File: config.mk
export PLATFORM = sky130hd
export DESIGN_NAME = lrfe_ctrl
export DESIGN_NICKNAME = d
export VERILOG_FILES = /design/src/rtl/lrfe_pkg.sv /design/src/rtl/lrfe_ctrl.sv
export SDC_FILE = /design/constraint.sdc
export NUM_CORES = 1
export LEC_CHECK = 0
export ABC_AREA = 1
export BUFFER_PORTS_ARGS = -buffer_cell sky130_fd_sc_hd__buf_2
export CAP_MARGIN = 20
export CORE_UTILIZATION = 40
export CTS_BUF_LIST = sky130_fd_sc_hd__clkbuf_4
export CTS_CLUSTER_DIAMETER = 200
export DETAILED_ROUTE_END_ITERATION = 8
export HOLD_SLACK_MARGIN = 0.05
export PLACE_DENSITY = 0.76
export SLEW_MARGIN = 0
export SYNTH_ARGS = -nofsm -noshare
export SYNTH_HDL_FRONTEND = slang
export SYNTH_SLANG_ARGS = --single-unit
File: constraint.sdc
create_clock -name clk -period 2 [get_ports clk]
set_clock_uncertainty 0.15 [all_clocks]
set_input_delay 0.4 -clock clk [delete_from_list [all_inputs] [get_ports clk]]
set_output_delay 0.4 -clock clk [all_outputs]
set_load 0.005 [all_outputs]
File: src/rtl/lrfe_pkg.sv
// Shared types, constants and the cosine table of the LED fade engine.
package lrfe_pkg;

  // Item operations.
  localparam logic OP_INIT = 1'b0;
  localparam logic OP_STEP = 1'b1;

  // Configuration register indexes.
  localparam int CFG_IDX_W = 3;
  localparam logic [CFG_IDX_W-1:0] CFG_CEILING    = 3'd0;
  localparam logic [CFG_IDX_W-1:0] CFG_LEVEL_LOW  = 3'd1;
  localparam logic [CFG_IDX_W-1:0] CFG_LEVEL_HIGH = 3'd2;
  localparam logic [CFG_IDX_W-1:0] CFG_DUR_MIN    = 3'd3;
  localparam logic [CFG_IDX_W-1:0] CFG_DUR_MAX    = 3'd4;

  localparam logic [7:0]  RST_CEILING    = 8'd255;
  localparam logic [9:0]  RST_LEVEL_LOW  = 10'd50;
  localparam logic [9:0]  RST_LEVEL_HIGH = 10'd300;
  localparam logic [15:0] RST_DUR_MIN    = 16'd1000;
  localparam logic [15:0] RST_DUR_MAX    = 16'd3000;

  // Level draw arithmetic.
  localparam logic [9:0]  PERMILLE_MAX = 10'd1000;
  localparam logic [13:0] FRAC_MAX     = 14'd10000;
  localparam logic [23:0] LVL_SCALE    = 24'd10000;
  localparam logic [31:0] LVL_ROUND    = 32'd5_000_000;
  // Ten million is 2^7 times 78125: shift by 7, then multiply by ceil(2^42 / 78125).
  // The error stays below one unit for every scaled value under 2^25.
  localparam int          LVL_PRE_SH   = 7;
  localparam int          LVL_RCP_SH   = 42;
  localparam logic [25:0] LVL_RCP      = 26'd56294996;

  // Easing arithmetic in Q1.16.
  localparam int          EASE_Q_W = 17;
  localparam logic [16:0] Q16_ONE  = 17'h10000;
  localparam logic [16:0] Q16_HALF = 17'h08000;

  localparam int CNT_W = 5;

  typedef enum logic [3:0] {
    S_IDLE,
    S_READ,
    S_CHECK,
    S_LV_NUM,
    S_LV_SCL,
    S_LV_DIV,
    S_LV_WB,
    S_UPDATE,
    S_EASE_INIT,
    S_EASE_DIV,
    S_COS1,
    S_COS2,
    S_MIX1,
    S_MIX2,
    S_DONE
  } state_t;

  typedef struct packed {
    logic load;
    logic rec_load;
    logic take_to;
    logic lv_num;
    logic lv_scl;
    logic lv_div;
    logic lv_wb;
    logic lv_from;
    logic update;
    logic ease_init;
    logic ease_div;
    logic cos1;
    logic cos2;
    logic mix1;
    logic mix2;
    logic zero_res;
    logic out_load;
  } ctrl_cmd_t;

  typedef struct packed {
    logic idx_ok;
    logic is_init;
    logic expired;
  } dp_status_t;

  typedef struct packed {
    logic [7:0]  from_level;
    logic [7:0]  to_level;
    logic [31:0] fade_start_ms;
    logic [15:0] fade_length_ms;
  } led_rec_t;

  // cos(k*pi/32) in Q1.16 for k = 0..16; zero beyond.
  function automatic logic [16:0] cos_tab(input logic [4:0] k);
    logic [16:0] v;
    unique case (k)
      5'd0:    v = 17'd65536;
      5'd1:    v = 17'd65220;
      5'd2:    v = 17'd64277;
      5'd3:    v = 17'd62714;
      5'd4:    v = 17'd60547;
      5'd5:    v = 17'd57798;
      5'd6:    v = 17'd54491;
      5'd7:    v = 17'd50660;
      5'd8:    v = 17'd46341;
      5'd9:    v = 17'd41576;
      5'd10:   v = 17'd36410;
      5'd11:   v = 17'd30893;
      5'd12:   v = 17'd25080;
      5'd13:   v = 17'd19024;
      5'd14:   v = 17'd12785;
      5'd15:   v = 17'd6424;
      default: v = 17'd0;
    endcase
    return v;
  endfunction

endpackage

File: src/rtl/lrfe_ctrl.sv
// Sequencer of the LED fade engine: handshakes, step counting and datapath commands.
module lrfe_ctrl (
  input  logic                   clk,
  input  logic                   rst_n,
  input  logic                   in_valid,
  output logic                   in_stall,
  output logic                   out_valid,
  input  logic                   out_stall,
  input  lrfe_pkg::dp_status_t   status,
  output lrfe_pkg::ctrl_cmd_t    cmd
);

  lrfe_pkg::state_t             state_r, state_nxt;
  logic [lrfe_pkg::CNT_W-1:0]   cnt_r, cnt_nxt;
  logic                         pass_from_r, pass_from_nxt;
  logic                         out_valid_r, out_valid_nxt;

  always_ff @(posedge clk) begin
    if (!rst_n) begin
      state_r     <= lrfe_pkg::S_IDLE;
      cnt_r       <= '0;
      pass_from_r <= 1'b0;
      out_valid_r <= 1'b0;
    end else begin
      state_r     <= state_nxt;
      cnt_r       <= cnt_nxt;
      pass_from_r <= pass_from_nxt;
      out_valid_r <= out_valid_nxt;
    end
  end

  // Next state, step counter and draw pass.
  always_comb begin
    state_nxt     = state_r;
    cnt_nxt       = cnt_r;
    pass_from_nxt = pass_from_r;
    unique case (state_r)
      lrfe_pkg::S_IDLE: begin
        if (in_valid) state_nxt = lrfe_pkg::S_READ;
      end
      lrfe_pkg::S_READ: state_nxt = lrfe_pkg::S_CHECK;
      lrfe_pkg::S_CHECK: begin
        priority if (!status.idx_ok) begin
          state_nxt = lrfe_pkg::S_DONE;
        end else if (status.is_init) begin
          pass_from_nxt = 1'b1;
          state_nxt     = lrfe_pkg::S_LV_NUM;
        end else if (status.expired) begin
          pass_from_nxt = 1'b0;
          state_nxt     = lrfe_pkg::S_LV_NUM;
        end else begin
          state_nxt = lrfe_pkg::S_EASE_INIT;
        end
      end
      lrfe_pkg::S_LV_NUM: state_nxt = lrfe_pkg::S_LV_SCL;
      lrfe_pkg::S_LV_SCL: state_nxt = lrfe_pkg::S_LV_DIV;
      lrfe_pkg::S_LV_DIV: state_nxt = lrfe_pkg::S_LV_WB;
      lrfe_pkg::S_LV_WB: begin
        // An init item draws the start level first, then the target level.
        if (pass_from_r) begin
          pass_from_nxt = 1'b0;
          state_nxt     = lrfe_pkg::S_LV_NUM;
        end else begin
          state_nxt = lrfe_pkg::S_UPDATE;
        end
      end
      lrfe_pkg::S_UPDATE: state_nxt = lrfe_pkg::S_EASE_INIT;
      lrfe_pkg::S_EASE_INIT: begin
        cnt_nxt   = '0;
        state_nxt = lrfe_pkg::S_EASE_DIV;
      end
      lrfe_pkg::S_EASE_DIV: begin
        cnt_nxt = cnt_r + 1'b1;
        if (cnt_r == lrfe_pkg::CNT_W'(lrfe_pkg::EASE_Q_W - 1)) state_nxt = lrfe_pkg::S_COS1;
      end
      lrfe_pkg::S_COS1: state_nxt = lrfe_pkg::S_COS2;
      lrfe_pkg::S_COS2: state_nxt = lrfe_pkg::S_MIX1;
      lrfe_pkg::S_MIX1: state_nxt = lrfe_pkg::S_MIX2;
      lrfe_pkg::S_MIX2: state_nxt = lrfe_pkg::S_DONE;
      lrfe_pkg::S_DONE: begin
        if (!out_valid_r || !out_stall) state_nxt = lrfe_pkg::S_IDLE;
      end
      default: state_nxt = lrfe_pkg::S_IDLE;
    endcase
  end

  // Datapath commands.
  always_comb begin
    cmd = '0;
    unique case (state_r)
      lrfe_pkg::S_IDLE:      cmd.load = in_valid;
      lrfe_pkg::S_READ:      cmd.rec_load = 1'b1;
      lrfe_pkg::S_CHECK: begin
        cmd.zero_res = !status.idx_ok;
        cmd.take_to  = status.idx_ok && !status.is_init && status.expired;
      end
      lrfe_pkg::S_LV_NUM: begin
        cmd.lv_num  = 1'b1;
        cmd.lv_from = pass_from_r;
      end
      lrfe_pkg::S_LV_SCL:    cmd.lv_scl = 1'b1;
      lrfe_pkg::S_LV_DIV:    cmd.lv_div = 1'b1;
      lrfe_pkg::S_LV_WB: begin
        cmd.lv_wb   = 1'b1;
        cmd.lv_from = pass_from_r;
      end
      lrfe_pkg::S_UPDATE:    cmd.update = 1'b1;
      lrfe_pkg::S_EASE_INIT: cmd.ease_init = 1'b1;
      lrfe_pkg::S_EASE_DIV:  cmd.ease_div = 1'b1;
      lrfe_pkg::S_COS1:      cmd.cos1 = 1'b1;
      lrfe_pkg::S_COS2:      cmd.cos2 = 1'b1;
      lrfe_pkg::S_MIX1:      cmd.mix1 = 1'b1;
      lrfe_pkg::S_MIX2:      cmd.mix2 = 1'b1;
      lrfe_pkg::S_DONE:      cmd.out_load = !out_valid_r || !out_stall;
      default:               cmd = '0;
    endcase
  end

  // A new result may load in the same cycle as the previous one transfers.
  assign out_valid_nxt = (out_valid_r && out_stall) || cmd.out_load;

  assign in_stall  = (state_r != lrfe_pkg::S_IDLE);
  assign out_valid = out_valid_r;

endmodule

### After elaboration in Yosys (flattened, before gate mapping)

Index checks and enable logic that the tools add are counted.

* register bits after elaboration: 11
* latch bits: 0
* bits in writable memories: 0
* bits in read-only memories: 0
* bits of input ports: 7
* output and inout port bits: 19
* logic and storage cells: 71
* memories kept: 0

* add/subtract/negate cells: 1
* multiply operators: 0
* div/mod/pow operators: 0
* $lt $le $gt $ge: 0
* equal/unequal tests: 20
* shifts and indexed selects: 0
* multiplexer cells: 30
* bitwise operators: 0
* reductions and logical operators: 16

Operator list (count)
* 4-bit case mux with 15 select lines: 1
* 4-bit equality test (second input constant): 7
* 4-bit 2-to-1 mux: 6
* 1-bit 2-to-1 mux: 20
* 4-bit by 3-bit equality test with 1-bit output (second input constant): 4
* 5-bit case mux with 2 select lines: 1
* 4-bit by 2-bit equality test with 1-bit output (second input constant): 2
* 2-bit inequality test (second input constant): 4
* 3-bit AND reduction: 2
* 5-bit by 1-bit adder with 5-bit output (second input constant): 1
* 5-bit equality test (second input constant): 1
* 4-bit by 1-bit equality test with 1-bit output (second input constant): 1
* 1-bit zero test: 4
* 4-bit zero test: 1
* 2-bit nonzero test: 2
* 4-bit nonzero test: 1
* 1-bit logical AND: 3
* 3-bit 2-to-1 mux: 1
* 3-bit inequality test (second input constant): 1
* 1-bit logical OR: 2
* 1-bit case mux with 2 select lines: 1
* 2-bit OR reduction: 1

### Logic depth before layout (Yosys ltp)

Gate-level depths: netlist of run 1.

* depth after elaboration: 4
* depth in mapped cells: 8
* depth with buffers taken out: 8

### Worst setup path after synthesis of run 1

OpenSTA, ideal clock, no wires.

* path type: register to output
* start: register state_r[1]
* end: output port cmd[14] (netlist bit)
* arrival time: 0.925 ns
* data required time: 1.450 ns
* setup slack: 0.525 ns
* cell stages (with the launch flop): 5
* path buffers: 0
* cell sequence: dfxtp_1 -> nand2_2 -> nor2_4 -> nand3b_1 -> nor2_1

RTL lines
* from (decl): line lrfe_ctrl.sv:13 `lrfe_pkg::state_t state_r, state_nxt;`
* from (signal assigned): line lrfe_ctrl.sv:20 `state_r <= lrfe_pkg::S_IDLE;`
* from (signal assigned): line lrfe_ctrl.sv:25 `state_r <= state_nxt;`
* to (decl): line lrfe_ctrl.sv:10 `output lrfe_pkg::ctrl_cmd_t cmd`

==> flow_summary.json, run 1 <==
{
  "hold_depth": 3,
  "status": "finished, final reports clean",
  "top_layer": "met4",
  "overflow": 0,
  "power_frac_clock_pct": 23.8,
  "core_mm2": 0.00176,
  "m1WireLength_um": 788,
  "cts-root-buf": "clkbuf_4",
  "syn_area_um2": 762,
  "final_cell_mix": "nand2_1, nor2_1, buf_2",
  "internal_power_w": 0.000426,
  "yosys.area.top_type": "dfxtp_1",
  "fin_nets": 172,
  "die_w_um": 45.6,
  "yosysTopAreaCellShare_pct": 28.9,
  "max_slew_margin_pct": 85.3,
  "setup_viol": 0,
  "met3_length_um": 56,
  "avgSynthCellArea_um2": 5.77,
  "final_common_cell": "nand2_1",
  "htreeDepth": 1,
  "vdd_drop_max_uv": 528,
  "power.share.sequential_pct": 38.5,
  "grt.total_usage_pct": 19.7,
  "reg2reg_depth": 7,
  "ios": 26,
  "drcViolationCount": 0,
  "period_needed_ns": 1.88,
  "p_per_area_mw_per_mm2": 714,
  "rsz0062_at_grt": "false",
  "diodes": 0,
  "yosysSeqAreaShare_pct": 28.9,
  "finalNonFillerCells": 187,
  "fillers": 199,
  "grt_max_degree": 8,
  "initial_core_util_pct": 43.2,
  "synth_cells": 132,
  "ys_ff_latch": 11,
  "crit_fanout": 6,
  "end_kind": "output pin",
  "grt_pass1_wl_um": 3000,
  "synth_nets": 141,
  "yosysWarnings": 0,
  "fin_crit_sh_pct": 93.9,
  "drive_gt1_share_pct": 26.5,
  "synth_cell_type_count": 17,
  "maxCapViolations": 0,
  "postRouteAntennaNets": 0,
  "p_switching_w": 0.000261,
  "wl_um": 1820,
  "setup_tns_ns": 0,
  "antenna_found_initial": 0,
  "clk_latency_ns": 0.27,
  "area_delta_synth_final_pct": 26.3,
  "rows": 15,
  "worstSetupStartpointType": "register",
  "post-place-ws_ns": 0.345,
  "cts_sinks": 11,
  "numCtsBuffers": 3,
  "vias": 876,
  "wl_met2_um": 953,
  "cts_tree": "built",
  "dieArea_mm2": 0.00208,
  "cts_buffer_depth": 2,
  "p_leak_nw": 0.525,
  "cp.arrival_ns": 1.33,
  "slew_violations": 0,
  "report.final.hold_viol_count": 0,
  "p_comb_share_pct": 37.6,
  "io_buffers": 25,
  "clk_pin_slew_worst_paths_ns": 0.06,
  "worstMarginPinSlew_ns": 0.220,
  "firstDrtPassIters": 4,
  "crit_type": "register to output pin",
  "fin_ws_ns": 0.123,
  "required_ns": 1.45,
  "chipHeight_um": 45.6,
  "holdWs_ns": 0.248,
  "wl_per_cell_um": 9.74,
  "synth.area.top_cells": "dfxtp_1, nand2_1, nor2_1",
  "post_drt_via_cell_ratio": 4.68,
  "gp_congestion": 0.817,
  "initialDrtViolationCount": 20,
  "hpwl_um": 1460,
  "max_freq_mhz": 533,
  "grt_pass1_vias": 809,
  "dp_cells": 182,
  "hp-class": "primary input to register",
  "swShare_pct": 38.0
}
-- sequential cells by signal, indices dropped and copies added (netlist names) --
register,cells
pass_from_r,1
cnt_r,5
state_r,4
out_valid,1
-- stage by stage --
stage	util (%)	total power (W)	instance area, um2
detailed placement	52.1	0.000518	918
global route	54.5	0.000738	962
CTS	53.8	0.000683	948
global placement	52.1	0.000508	918
floorplan	-	0.000439	762
finish	54.5	0.000687	962
-- final cells by class --
cell class              instances  area [um2]  share of cell area [%]
clock buffers                   4        30.0                    3.12
inverters                      23        86.3                    8.97
multi-input cells              98         460                    47.9
flip-flops and latches         11         221                    23.0
well taps                      25        31.3                    3.25
repair buffers                 26         133                    13.8
-- path summary, 6_finish.rpt --
path / startpoint / end / slack [ns]
setup / recovery: state_r[2]$_SDFFE_PN0P_ / cmd[14] / 0.12
hold reg to reg: cnt_r[4]$_SDFFE_PN0P_ / cnt_r[4]$_SDFFE_PN0P_ / 0.33
setup reg to reg: state_r[0]$_SDFFE_PN0P_ / state_r[1]$_SDFFE_PN0P_ / 0.60
hold / removal: out_stall / out_valid$_SDFF_PN0_ / 0.25
-- power by group through the flow --
stage                     clock network, W  logic [W]  registers (W)
after global routing              0.000175   0.000297       0.000267
after floorplan                          0   0.000178       0.000261
final                             0.000164   0.000259       0.000265
after global placement                   0   0.000244       0.000264
after CTS                         0.000169   0.000252       0.000262
after detailed placement                 0   0.000251       0.000267
-- routing by layer --
layer | up-vias | global-route usage (%)
li1 | 464 | -
met1 | 385 | 21.5
met2 | 23 | 37.1
met3 | 4 | 1.59
met4 | 0 | 9.70
met5 | - | 0
-- synth_stat cells (all sizes together) --
master	count
nand2	38
nor2	32
inv	23
dfxtp	11
a21oi	10
o21ai	7
nand3	6
ha	2
a22oi	1
a31oi	1
nand3b	1
-- logic make-up (layout without fill, tap and decap cells) --
kind of cell / after synthesis / after routing / synth area share [%]
AOI/OAI and AO/OA: 19 / 19 / 13.5
adders and majority gates: 2 / 2 / 3.28
and+or+nand+nor: 77 / 77 / 43.0
DFF: 11 / 11 / 28.9
buffers and inverters: 23 / 53 / 11.3
-- critical path: stages (launching register included) --
cell and delay [ns]:
dfxtp_1 0.36, inv_1 0.13, nand2_2 0.10, nor2_4 0.16, nand3b_1 0.11, nor2_1 0.09, buf_2 0.11
-- repair_timing --
action | 4_1_cts | 5_1_grt
endpoints found under the setup margin | 0 | 2
setup buffers | 0 | 1
gates resized for setup | 0 | 4
hold buffers | 0 | 0
Power figures use the tool's default switching activity.
==> inputs of run 2 (changes only) <==
--- a/config.mk
+++ b/config.mk
@@ -8,6 +8,7 @@
 export ABC_AREA = 1
 export BUFFER_PORTS_ARGS = -buffer_cell sky130_fd_sc_hd__buf_2
 export CAP_MARGIN = 20
+export CORE_MARGIN = 4
 export CORE_UTILIZATION = 40
 export CTS_BUF_LIST = sky130_fd_sc_hd__clkbuf_4
 export CTS_CLUSTER_DIAMETER = 200
==> run 2 against run 1 <==
Against the previous run: non-clock buffer count unchanged; global-route usage decreased by 5.4 points; maximum frequency down 0.20%; clock power is essentially flat; die area increased by 28%; sequential cell count stayed put; routed wire length down 3.7%; sequential share of layout area is 0.060 points higher; total power decreased by 0.48%; first-iteration DRC count did not move; utilization decreased by 0.14 points.
==> flow_summary.json, run 2 (synthesis gave the netlist of run 1 again) <==
{
  "status": "finished, final reports clean",
  "numCtsBuffers": 3,
  "grt_max_degree": 8,
  "cts_sinks": 11,
  "hp-class": "primary input to register",
  "report.final.hold_viol_count": 0,
  "power.share.sequential_pct": 38.3,
  "wl_per_cell_um": 9.38,
  "holdWs_ns": 0.246,
  "max_freq_mhz": 532,
  "fin_ws_ns": 0.119,
  "initialDrtViolationCount": 20,
  "finalNonFillerCells": 187,
  "fillers": 191,
  "largest-register": "cnt_r",
  "power_w": 0.000684,
  "final_common_cell": "nand2_1",
  "post-place-ws_ns": 0.363,
  "diodes": 0,
  "rsz0062_at_grt": "true",
  "wl_um": 1750,
  "clk_pin_slew_worst_paths_ns": 0.07,
  "area_delta_synth_final_pct": 25.9,
  "crit_fanout": 5,
  "reg2reg_from": "state_r[0]$_SDFFE_PN0P_",
  "htreeDepth": 1,
  "p_switching_w": 0.000259,
  "largest_reg_flops": 5,
  "worstMarginPinSlew_ns": 0.235,
  "drive_gt1_share_pct": 25.3,
  "maxCapViolations": 0,
  "grt_pass1_wl_um": 2910,
  "io_buffers": 25,
  "slew_violations": 0,
  "hold_start": "rst_n",
  "rows": 15,
  "p_comb_share_pct": 37.4,
  "postCtsHoldBufs": 0,
  "cp.arrival_ns": 1.33,
  "hpwl_um": 1450,
  "max_slew_margin_pct": 84.2,
  "fin_crit_sh_pct": 94.0,
  "cts_buffer_depth": 2,
  "worstSetupStartpointType": "register",
  "ios": 26,
  "setup_viol": 0,
  "chipHeight_um": 51.6,
  "cts-root-buf": "clkbuf_4",
  "internal_power_w": 0.000425,
  "grt_pass1_vias": 749,
  "antenna_found_initial": 0,
  "reg.largest.list": "cnt_r x5, state_r x4",
  "dieArea_mm2": 0.00267,
  "gp_congestion": 0.814,
  "cts_tree": "built",
  "fin_nets": 172,
  "drcViolationCount": 0,
  "final_cell_mix": "nand2_1, nor2_1, buf_2",
  "initial_core_util_pct": 43.2,
  "crit_type": "register to output pin",
  "firstDrtPassIters": 4,
  "post_drt_via_cell_ratio": 4.60,
  "vias": 860,
  "core_mm2": 0.00176,
  "vdd_drop_max_uv": 414,
  "die_w_um": 51.6,
  "grt.total_usage_pct": 14.3,
  "clk_latency_ns": 0.27,
  "end_kind": "output pin",
  "power_frac_clock_pct": 24.4,
  "period_needed_ns": 1.88,
  "p_leak_nw": 0.525,
  "required_ns": 1.45,
  "swShare_pct": 37.9,
  "overflow": 0,
  "crit_start": "state_r[0]$_SDFFE_PN0P_",
  "p_per_area_mw_per_mm2": 713,
  "postRouteAntennaNets": 0,
  "dp_cells": 182
}
==> run 2: cell counts in the layout (fill, tap and decap cells not counted) <==
No cell type changed its count.
==> run 2: worst paths after layout <==
kind / end / slack [ns] / cells past startpoint
worst max-delay path: cmd[14] / 0.12 / 6
worst min-delay path: cnt_r[3]$_SDFFE_PN0P_ / 0.25 / 3
worst max register to register: state_r[3]$_SDFFE_PN0P_ / 0.58 / 8
worst min register to register: cnt_r[3]$_SDFFE_PN0P_ / 0.33 / 2
==> run 2: power by group through the flow <==
stage	clock [W]	sequential [W]	combinational [W]
after floorplan	0	0.000261	0.000178
after global placement	0	0.000264	0.000246
after detailed placement	0	0.000265	0.000251
after CTS	0.000171	0.000260	0.000251
after global routing	0.000179	0.000265	0.000296
final	0.000167	0.000262	0.000256
==> run 2: final cells by class <==
cell class | count | area, um2 | area share (%)
multi-input cells | 98 | 458 | 47.7
flip-flops and latches | 11 | 221 | 23.1
repair buffers | 26 | 133 | 13.8
inverters | 23 | 86.3 | 9.00
well taps | 25 | 31.3 | 3.26
clock buffers | 4 | 30.0 | 3.13
==> run 2: stage by stage <==
step / setup TNS (ns) / cell area (um2) / utilization, %
floorplan: 0 / 762 / -
global placement: 0 / 918 / 52.1
detailed placement: 0 / 918 / 52.1
CTS: 0 / 948 / 53.8
global route: -0.0737 / 960 / 54.4
finish: 0 / 960 / 54.4
==> run 2: worst max-delay path, cell delays in order, from the launching register on <==
cell      delay (ns)
dfxtp_1         0.35
inv_1           0.13
nand2_2         0.12
nor2_4          0.14
nand3b_1        0.11
nor2_1          0.09
buf_2           0.12
==> run 2: per-layer routing <==
metal | up-vias | GRT usage, % | wire length (um)
met5 | - | 0 | 0
met2 | 26 | 25.4 | 817
met4 | 0 | 7.86 | 25
met3 | 2 | 2.01 | 112
met1 | 365 | 16.1 | 799
li1 | 467 | - | -
==> run 2: timing repair <==
action / 4_1_cts / 5_1_grt
endpoints found under the setup margin: 0 / 2
buffers inserted: 0 / 1
resized for setup: 0 / 2
